### src/deq_pkg.sv
// ----------------------------------------------------------------------------
// Double-ended queue package
// Command and status codes, default depth and controller/datapath links.
// ----------------------------------------------------------------------------
package deq_pkg;

  localparam int unsigned DEPTH_DEF = 16;

  localparam logic [2:0] CMD_PUSH_FRONT = 3'd0;
  localparam logic [2:0] CMD_PUSH_BACK  = 3'd1;
  localparam logic [2:0] CMD_POP_FRONT  = 3'd2;
  localparam logic [2:0] CMD_POP_BACK   = 3'd3;
  localparam logic [2:0] CMD_REVERSE    = 3'd4;
  localparam logic [2:0] CMD_DUMP_FWD   = 3'd5;
  localparam logic [2:0] CMD_DUMP_BWD   = 3'd6;

  localparam logic [1:0] ST_OK    = 2'd0;
  localparam logic [1:0] ST_FULL  = 2'd1;
  localparam logic [1:0] ST_EMPTY = 2'd2;

  typedef struct packed {
    logic accept;
    logic exec;
    logic load;
  } deq_cmd_t;

  typedef struct packed {
    logic out_free;
    logic dump_more;
  } deq_stat_t;

endpackage

### src/deq_ctrl.sv
// ----------------------------------------------------------------------------
// Double-ended queue controller
// Sequences accept, execute and result beats for one command at a time.
// ----------------------------------------------------------------------------
module deq_ctrl (
  input  logic                clk_i,
  input  logic                rst_ni,
  input  logic                in_valid_i,
  output logic                in_ready_o,
  input  deq_pkg::deq_stat_t  stat_i,
  output deq_pkg::deq_cmd_t   ctrl_o
);
  import deq_pkg::*;

  typedef enum logic [1:0] {
    S_IDLE,
    S_EXEC,
    S_EMIT
  } state_e;

  state_e state_q, state_d;

  assign in_ready_o    = (state_q == S_IDLE);
  assign ctrl_o.accept = in_valid_i && in_ready_o;
  assign ctrl_o.exec   = (state_q == S_EXEC);
  assign ctrl_o.load   = (state_q == S_EMIT) && stat_i.out_free;

  always_comb begin
    state_d = state_q;
    unique case (state_q)
      S_IDLE: begin
        if (ctrl_o.accept) state_d = S_EXEC;
      end
      S_EXEC: begin
        state_d = S_EMIT;
      end
      S_EMIT: begin
        if (ctrl_o.load && !stat_i.dump_more) state_d = S_IDLE;
      end
      default: state_d = S_IDLE;
    endcase
  end

  always_ff @(posedge clk_i or negedge rst_ni) begin
    if (!rst_ni) begin
      state_q <= S_IDLE;
    end else begin
      state_q <= state_d;
    end
  end

endmodule

### src/deq_datapath.sv
// ----------------------------------------------------------------------------
// Double-ended queue datapath
// Circular entry store, front pointer, count, orientation flag, dump walker
// and the result register.
// ----------------------------------------------------------------------------
module deq_datapath #(
  parameter int unsigned Depth = deq_pkg::DEPTH_DEF
) (
  input  logic                clk_i,
  input  logic                rst_ni,
  input  deq_pkg::deq_cmd_t   ctrl_i,
  output deq_pkg::deq_stat_t  stat_o,
  input  logic [2:0]          cmd_i,
  input  logic signed [31:0]  value_i,
  input  logic                out_ready_i,
  output logic                out_valid_o,
  output logic signed [31:0]  data_out_o,
  output logic [1:0]          status_o,
  output logic [4:0]          occupancy_o,
  output logic                last_o
);
  import deq_pkg::*;

  localparam int unsigned PW = (Depth > 1) ? $clog2(Depth) : 1;
  localparam int unsigned CW = $clog2(Depth + 1);

  typedef logic [PW-1:0] ptr_t;
  typedef logic [CW-1:0] cnt_t;
  typedef enum logic [1:0] {
    RES_ZERO,
    RES_VALUE,
    RES_MEM
  } res_sel_e;

  function automatic ptr_t ptr_inc(ptr_t p);
    return (p == ptr_t'(Depth - 1)) ? '0 : p + ptr_t'(1);
  endfunction

  function automatic ptr_t ptr_dec(ptr_t p);
    return (p == '0) ? ptr_t'(Depth - 1) : p - ptr_t'(1);
  endfunction

  function automatic ptr_t ptr_add(ptr_t p, cnt_t c);
    logic [CW:0] s;
    s = (CW + 1)'(p) + (CW + 1)'(c);
    if (s >= (CW + 1)'(Depth)) s = s - (CW + 1)'(Depth);
    return s[PW-1:0];
  endfunction

  logic [2:0]         cmd_q;
  logic signed [31:0] value_q;
  logic [31:0]        mem_q [Depth];
  logic [31:0]        rdata_q;
  ptr_t               front_q, front_d;
  cnt_t               count_q, count_d;
  logic               rev_q, rev_d;
  logic               dump_q, dump_d;
  ptr_t               dump_ptr_q, dump_ptr_d;
  cnt_t               dump_rem_q, dump_rem_d;
  logic               dump_low_q, dump_low_d;
  res_sel_e           res_sel_q, res_sel_d;
  logic [1:0]         res_status_q, res_status_d;
  logic               out_valid_q;
  logic signed [31:0] data_q;
  logic [1:0]         status_q;
  logic [4:0]         occ_q;
  logic               last_q;

  logic        wr_en, rd_en;
  ptr_t        wr_addr, rd_addr;
  ptr_t        back_slot, tail_slot;
  logic        empty, full, at_low, dump_low_w, more;
  logic [31:0] occ_ext;

  assign empty      = (count_q == '0);
  assign full       = (count_q == cnt_t'(Depth));
  assign back_slot  = ptr_add(front_q, count_q - cnt_t'(1));
  assign tail_slot  = ptr_add(front_q, count_q);
  assign at_low     = ((cmd_q == CMD_PUSH_FRONT) || (cmd_q == CMD_POP_FRONT)) != rev_q;
  assign dump_low_w = (cmd_q == CMD_DUMP_FWD) != rev_q;
  assign more       = dump_q && (dump_rem_q != '0);
  assign occ_ext    = 32'(count_q);

  assign stat_o.out_free  = !out_valid_q || out_ready_i;
  assign stat_o.dump_more = more;

  always_comb begin
    front_d      = front_q;
    count_d      = count_q;
    rev_d        = rev_q;
    wr_en        = 1'b0;
    wr_addr      = tail_slot;
    rd_en        = 1'b0;
    rd_addr      = front_q;
    res_sel_d    = res_sel_q;
    res_status_d = res_status_q;
    dump_d       = dump_q;
    dump_ptr_d   = dump_ptr_q;
    dump_rem_d   = dump_rem_q;
    dump_low_d   = dump_low_q;
    if (ctrl_i.exec) begin
      res_sel_d    = RES_ZERO;
      res_status_d = ST_OK;
      dump_d       = 1'b0;
      unique case (cmd_q)
        CMD_PUSH_FRONT, CMD_PUSH_BACK: begin
          res_sel_d = RES_VALUE;
          if (full) begin
            res_status_d = ST_FULL;
          end else begin
            wr_en   = 1'b1;
            count_d = count_q + cnt_t'(1);
            if (at_low) begin
              front_d = ptr_dec(front_q);
              wr_addr = ptr_dec(front_q);
            end
          end
        end
        CMD_POP_FRONT, CMD_POP_BACK: begin
          if (empty) begin
            res_status_d = ST_EMPTY;
          end else begin
            res_sel_d = RES_MEM;
            rd_en     = 1'b1;
            count_d   = count_q - cnt_t'(1);
            if (at_low) begin
              front_d = ptr_inc(front_q);
            end else begin
              rd_addr = back_slot;
            end
          end
        end
        CMD_REVERSE: begin
          if (empty) res_status_d = ST_EMPTY;
          else rev_d = !rev_q;
        end
        CMD_DUMP_FWD, CMD_DUMP_BWD: begin
          if (empty) begin
            res_status_d = ST_EMPTY;
          end else begin
            res_sel_d  = RES_MEM;
            dump_d     = 1'b1;
            rd_en      = 1'b1;
            rd_addr    = dump_low_w ? front_q : back_slot;
            dump_ptr_d = dump_low_w ? front_q : back_slot;
            dump_rem_d = count_q - cnt_t'(1);
            dump_low_d = dump_low_w;
          end
        end
        default: ;
      endcase
    end else if (ctrl_i.load && more) begin
      rd_en      = 1'b1;
      rd_addr    = dump_low_q ? ptr_inc(dump_ptr_q) : ptr_dec(dump_ptr_q);
      dump_ptr_d = dump_low_q ? ptr_inc(dump_ptr_q) : ptr_dec(dump_ptr_q);
      dump_rem_d = dump_rem_q - cnt_t'(1);
    end
  end

  always_ff @(posedge clk_i) begin
    if (wr_en) mem_q[wr_addr] <= value_q;
    if (rd_en) rdata_q <= mem_q[rd_addr];
  end

  always_ff @(posedge clk_i) begin
    if (ctrl_i.accept) begin
      cmd_q   <= cmd_i;
      value_q <= value_i;
    end
    dump_ptr_q   <= dump_ptr_d;
    dump_rem_q   <= dump_rem_d;
    dump_low_q   <= dump_low_d;
    res_sel_q    <= res_sel_d;
    res_status_q <= res_status_d;
    if (ctrl_i.load) begin
      unique case (res_sel_q)
        RES_MEM:   data_q <= rdata_q;
        RES_VALUE: data_q <= value_q;
        default:   data_q <= '0;
      endcase
      status_q <= res_status_q;
      occ_q    <= occ_ext[4:0];
      last_q   <= !more;
    end
  end

  always_ff @(posedge clk_i or negedge rst_ni) begin
    if (!rst_ni) begin
      front_q     <= '0;
      count_q     <= '0;
      rev_q       <= 1'b0;
      dump_q      <= 1'b0;
      out_valid_q <= 1'b0;
    end else begin
      front_q <= front_d;
      count_q <= count_d;
      rev_q   <= rev_d;
      dump_q  <= dump_d;
      if (ctrl_i.load) out_valid_q <= 1'b1;
      else if (out_ready_i) out_valid_q <= 1'b0;
    end
  end

  assign out_valid_o = out_valid_q;
  assign data_out_o  = data_q;
  assign status_o    = status_q;
  assign occupancy_o = occ_q;
  assign last_o      = last_q;

`ifndef SYNTHESIS
  a_count_bound: assert property (@(posedge clk_i) disable iff (!rst_ni)
    count_q <= cnt_t'(Depth))
    else $error("entry count exceeds depth");

  a_front_bound: assert property (@(posedge clk_i) disable iff (!rst_ni)
    front_q <= ptr_t'(Depth - 1))
    else $error("front pointer out of range");

  a_load_free: assert property (@(posedge clk_i) disable iff (!rst_ni)
    ctrl_i.load |-> (!out_valid_q || out_ready_i))
    else $error("result loaded over a pending beat");

  a_no_overlap: assert property (@(posedge clk_i) disable iff (!rst_ni)
    !(wr_en && rd_en))
    else $error("store read and written in the same cycle");
`endif

endmodule

### src/double_ended_queue_with_reverse_core.sv
// ----------------------------------------------------------------------------
// Double-ended queue with reverse
// Bounded deque of signed 32-bit words with push, pop, reverse and dump.
// ----------------------------------------------------------------------------
// Input channel (in_valid_i/in_ready_o) carries one command beat: cmd_i and
// value_i. Output channel (out_valid_o/out_ready_i) carries result beats:
// data_out_o, status_o, occupancy_o and last_o, which marks the final beat
// of a command.
// One command is in flight at a time. A single-result command goes from
// accept to its result beat through latch, execute with store access and
// load of the result register, held off while a beat waits. The next command
// is taken the cycle after that load. A dump of n entries yields n beats,
// one per cycle while the receiver takes them, paced by the single read port
// of the entry store. The result register parts the two channels: a beat
// waiting for the receiver holds, the next command may be accepted
// meanwhile, and its result waits until the register is taken.
// Reset clears the front pointer, count, orientation flag and result valid;
// the queue is empty and ready on the first cycle after reset.
// ----------------------------------------------------------------------------
module double_ended_queue_with_reverse_core #(
  parameter int unsigned Depth = deq_pkg::DEPTH_DEF
) (
  input  logic               clk_i,
  input  logic               rst_ni,
  input  logic               in_valid_i,
  output logic               in_ready_o,
  input  logic [2:0]         cmd_i,
  input  logic signed [31:0] value_i,
  output logic               out_valid_o,
  input  logic               out_ready_i,
  output logic signed [31:0] data_out_o,
  output logic [1:0]         status_o,
  output logic [4:0]         occupancy_o,
  output logic               last_o
);
  import deq_pkg::*;

  deq_cmd_t  ctrl;
  deq_stat_t stat;

  deq_ctrl u_ctrl (
    .clk_i      (clk_i),
    .rst_ni     (rst_ni),
    .in_valid_i (in_valid_i),
    .in_ready_o (in_ready_o),
    .stat_i     (stat),
    .ctrl_o     (ctrl)
  );

  deq_datapath #(
    .Depth (Depth)
  ) u_datapath (
    .clk_i       (clk_i),
    .rst_ni      (rst_ni),
    .ctrl_i      (ctrl),
    .stat_o      (stat),
    .cmd_i       (cmd_i),
    .value_i     (value_i),
    .out_ready_i (out_ready_i),
    .out_valid_o (out_valid_o),
    .data_out_o  (data_out_o),
    .status_o    (status_o),
    .occupancy_o (occupancy_o),
    .last_o      (last_o)
  );

endmodule

### config.mk
export PLATFORM = sky130hd
export DESIGN_NAME = double_ended_queue_with_reverse_core
export DESIGN_NICKNAME = d
export VERILOG_FILES = /design/src/deq_pkg.sv /design/src/deq_ctrl.sv /design/src/deq_datapath.sv /design/src/double_ended_queue_with_reverse_core.sv
export SDC_FILE = /design/constraint.sdc
export NUM_CORES = 1
export LEC_CHECK = 0
export BUFFER_PORTS_ARGS = -buffer_cell sky130_fd_sc_hd__buf_4
export CORE_AREA = 2 2 327 167
export CTS_BUF_LIST = sky130_fd_sc_hd__clkbuf_16
export DETAILED_ROUTE_END_ITERATION = 10
export DIE_AREA = 0 0 329 169
export GPL_ROUTABILITY_DRIVEN = 1
export PLACE_DENSITY = 0.66
export SLEW_MARGIN = 15
export SYNTH_ARGS = -nofsm -noshare
export SYNTH_HDL_FRONTEND = slang
export SYNTH_SLANG_ARGS = --single-unit
### constraint.sdc
create_clock -name clk_i -period 5 [get_ports clk_i]
set_input_delay 0.5 -clock clk_i [delete_from_list [all_inputs] [get_ports clk_i]]
set_output_delay 0.5 -clock clk_i [all_outputs]
set_load 0.02 [all_outputs]
==> out/metrics.cfg <==
[status]
status = complete, no violations

[grt]
grt_pass1_vias = 15800
grt_max_degree = 152
antenna_found_initial = 0
grt.overflow.total = 0
grt_pass1_wl_mm = 99.7
grt_util_all_layers = 0.238

[setup_path]
cp_slowest_cell = nor2_4
path_buf_inv = 2
cp_cell_sequence = inv_1 > ha_1 > inv_1 > ha_1 > a21o_1 > a21oi_1 > xnor2_1 > o32a_1 > o31ai_1 > nor2_4 > nand3_1 > nand4_1
crit_family = simple AND/OR/NAND/NOR gates
rrSetupSlack_ps = 930
critPathMaxFanout = 32
worstSetupStartpointType = flip-flop
path_class = flip-flop to flip-flop
cpPeakStageDelay_ps = 900
critPathArrivalTime_ps = 4540
cp.required_ps = 5470
cp-end-kind = flip-flop

[routing]
drc_errors = 0
wl_per_cell_um = 23.1
routed.top_layer = met4
wl_met3_mm = 6.56
dr.pass1.iters = 5
ant_nets = 0
wl_met1_mm = 30.2
vias = 16600
routed_wl_mm = 65.7
viasPerCell = 5.84
met2_length_mm = 28.2
drt-initial-drc-count = 2420

[placement]
dp_hpwl_mm = 36.7
io_buffers = 80
place_congestion = 0.897
preCtsSetupSlack_ps = 1110
placed_area_um2 = 27700

[clock_tree]
clk_pin_slew_ps = 70
htree_levels = 2
numClockSinks = 647
cts_tree = built
clock_latency_ps = 620
cts_buffers = 54
cts-root-buf = clkbuf_16
postCtsResizedCells = 0
clockBufferDepth = 3

[sta]
skew_ps = 27.8
timing.hold.ws_ps = 54.7
tightest_slew_ps = 1130
setup_tns_ps = 0
setup_slack_ps = 928
hold_violations = 0
setup_violations = 0
rsz0062_at_grt = no
slew_headroom = 0.243
fmax_ghz = 0.246
fin_crit_ps = 4070
drv_slew = 0
period_share = 0.814

[floorplan]
die_h_um = 169
core_area_um2 = 52900
rows = 60
die-area_um2 = 55600
die_w_um = 329
initial_utilization = 0.495
io_pins = 81

[pwr]
seqPwrFrac = 0.398
p_sw_w = 0.00706
p_leak_nw = 10.3
finalPower_w = 0.0182
ir_drop_uv = 765
powerDensity_nw_per_um2 = 615
cellInternalPower_w = 0.0111
pwr-share-comb = 0.363
swShare = 0.389
p_clk_frac = 0.238

[synth]
synth_area_um2 = 26200
synth_area_per_cell_um2 = 12.9
synth_area_leaders = edfxtp_1 (72%), nand2_1 (7.7%), nand3_1 (7.4%)
ys_ff_latch = 647
synth-simple-area-share = 0.183
synth_mux_area_frac = 0.00396
synth_top_family_by_area = simple AND/OR/NAND/NOR gates
synth-async-reset-ratio = 0.0216
synth_edf_count = 633
syn_nets = 2084
ys_seq_area_frac = 0.738
ys_warn_count = 0
synth_compound_area_frac = 0.0276
synth_flop_cell = edfxtp_1
synth_xor_area_frac = 0.00930
synthAdderAreaFrac = 0.00964
synth_top_area_frac = 0.725
synth_cell_types = 65
yosys.area.top_type = edfxtp_1
synth_cells = 2026

[worst_hold_path]
min_path_type = primary input to flip-flop

[final_layout]
area_growth_pct = 12.7
design_area_um2 = 29500
insertedDiodeCount = 0
drive_above_1_share = 0.115
nets = 2143

[flow_run]
drv_cap = 0

-- cells in the final DEF (no fill, tap or decap), types with 3 or more instances in the layout --
| cell type | n |
|---|---|
| buf_12 | 16 |
| nand2_1 | 535 |
| nand4_1 | 35 |
| and3_1 | 5 |
| nor2_1 | 52 |
| edfxtp_1 | 633 |
| a31oi_1 | 6 |
| a211oi_1 | 5 |
| buf_4 | 108 |
| o21ai_1 | 3 |
| xor2_1 | 12 |
| nor3_1 | 8 |
| xnor2_1 | 14 |
| nor2_4 | 21 |
| a22oi_1 | 33 |
| nand3_1 | 389 |
| a21o_1 | 3 |
| mux2_2 | 3 |
| nor2b_1 | 4 |
| mux2i_1 | 7 |
| clkinv_2 | 13 |
| and2_1 | 4 |
| bufinv_16 | 7 |
| o211ai_1 | 5 |
| nand2b_1 | 8 |
| a21oi_1 | 15 |
| clkinv_1 | 6 |
| ha_1 | 15 |
| o21ai_0 | 13 |
| inv_1 | 27 |
| dfrtp_1 | 14 |
| clkbuf_16 | 55 |
-- routing by layer --
| metal | GRT usage | vias up |
|---|---|---|
| met4 | 0.0423 | 0 |
| met2 | 0.337 | 844 |
| met1 | 0.380 | 8209 |
| li1 | - | 7470 |
| met3 | 0.0498 | 63 |
| met5 | 0 | - |
-- per-stage QoR --
step / instances / utilization
after CTS: 2838 / 0.558
final: 2839 / 0.558
after floorplan: 2026 / -
after global placement: 2739 / 0.524
after detailed placement: 2740 / 0.524
after global routing: 2839 / 0.558
-- worst paths after layout --
| check | from | to | depth (start not counted) |
|---|---|---|---|
| min | value_i[10] | u_datapath.value_q[10]$_DFFE_PP_ | 1 |
| max reg2reg | u_datapath.count_q[0]$_DFFE_PN0P_ | u_datapath.rdata_q[27]$_DFFE_PP_ | 12 |
| max | u_datapath.count_q[0]$_DFFE_PN0P_ | u_datapath.rdata_q[27]$_DFFE_PP_ | 12 |
| max in group asynchronous | rst_ni | u_datapath.rev_q$_DFFE_PN0P_ | 2 |
| min in group asynchronous | rst_ni | u_datapath.count_q[4]$_DFFE_PN0P_ | 2 |
| min reg2reg | u_datapath.res_status_q[0]$_DFFE_PP_ | u_datapath.status_o[0]$_DFFE_PP_ | 0 |
-- synthesized netlist by cell type (all sizes together), types with 8 or more instances --
| cell type | number |
|---|---|
| ha | 17 |
| buf | 89 |
| nand4 | 35 |
| nor3 | 8 |
| nand3 | 389 |
| xor2 | 12 |
| clkbuf | 33 |
| dfrtp | 14 |
| edfxtp | 633 |
| a22oi | 33 |
| a21oi | 15 |
| nand2b | 8 |
| nand2 | 537 |
| xnor2 | 15 |
| nor2 | 73 |
| inv | 17 |
| o21ai | 17 |
-- cell families after synthesis --
logic type / after synthesis
muxes: 10
adders and majority gates: 19
buffers and inverters: 140
AOI/OAI and AO/OA: 103
xor gates and xnor gates: 27
and+or+nand+nor: 1080
DFF: 647
-- repair_timing --
item / in CTS / in global routing
buffers inserted: 0 / 0
endpoints found under the hold margin: 14 / 0
hold buffers: 1 / 0
-- final cells by class --
class	count	area, um^2
clock buffers	55	1380
repair buffers	125	1140
clock inverters	42	402
multi-input cells	1239	6310
well taps	713	892
fillers	4238	23400
flip-flops and latches	647	19400
inverters	18	67.6
-- worst reg2reg max path, stage by stage (launching register included) --
cell     delay, ps
dfrtp_1        490
inv_1          160
ha_1           390
inv_1           90
ha_1           280
a21o_1         180
a21oi_1        170
xnor2_1        220
o32a_1         240
o31ai_1        180
nor2_4         900
nand3_1        410
nand4_1        200
-- registers in the layout, summed over array words and instances (netlist names) --
register,flops
u_datapath.occupancy_o,5
u_datapath.status_o,2
u_datapath.data_out_o,32
u_datapath.front_q,4
u_ctrl.state_q,2
u_datapath.last_o,1
u_datapath.cmd_q,3
u_datapath.mem_q,512
u_datapath.value_q,32
u_datapath.dump_ptr_q,4
u_datapath.dump_rem_q,5
u_datapath.out_valid_o,1
u_datapath.rev_q,1
u_datapath.res_status_q,2
u_datapath.dump_low_q,1
u_datapath.res_sel_q,2
u_datapath.rdata_q,32
u_datapath.dump_q,1
u_datapath.count_q,5
-- power by group through the flow --
stage	sequential [W]	combinational, W	clock (W)
finish	0.00724	0.00660	0.00433
global route	0.00729	0.00722	0.00461
CTS	0.00723	0.00656	0.00438
detailed placement	0.00734	0.00653	0
global placement	0.00732	0.00641	0
floorplan	0.00726	0.00448	0
(Power assumes the default switching activity.)
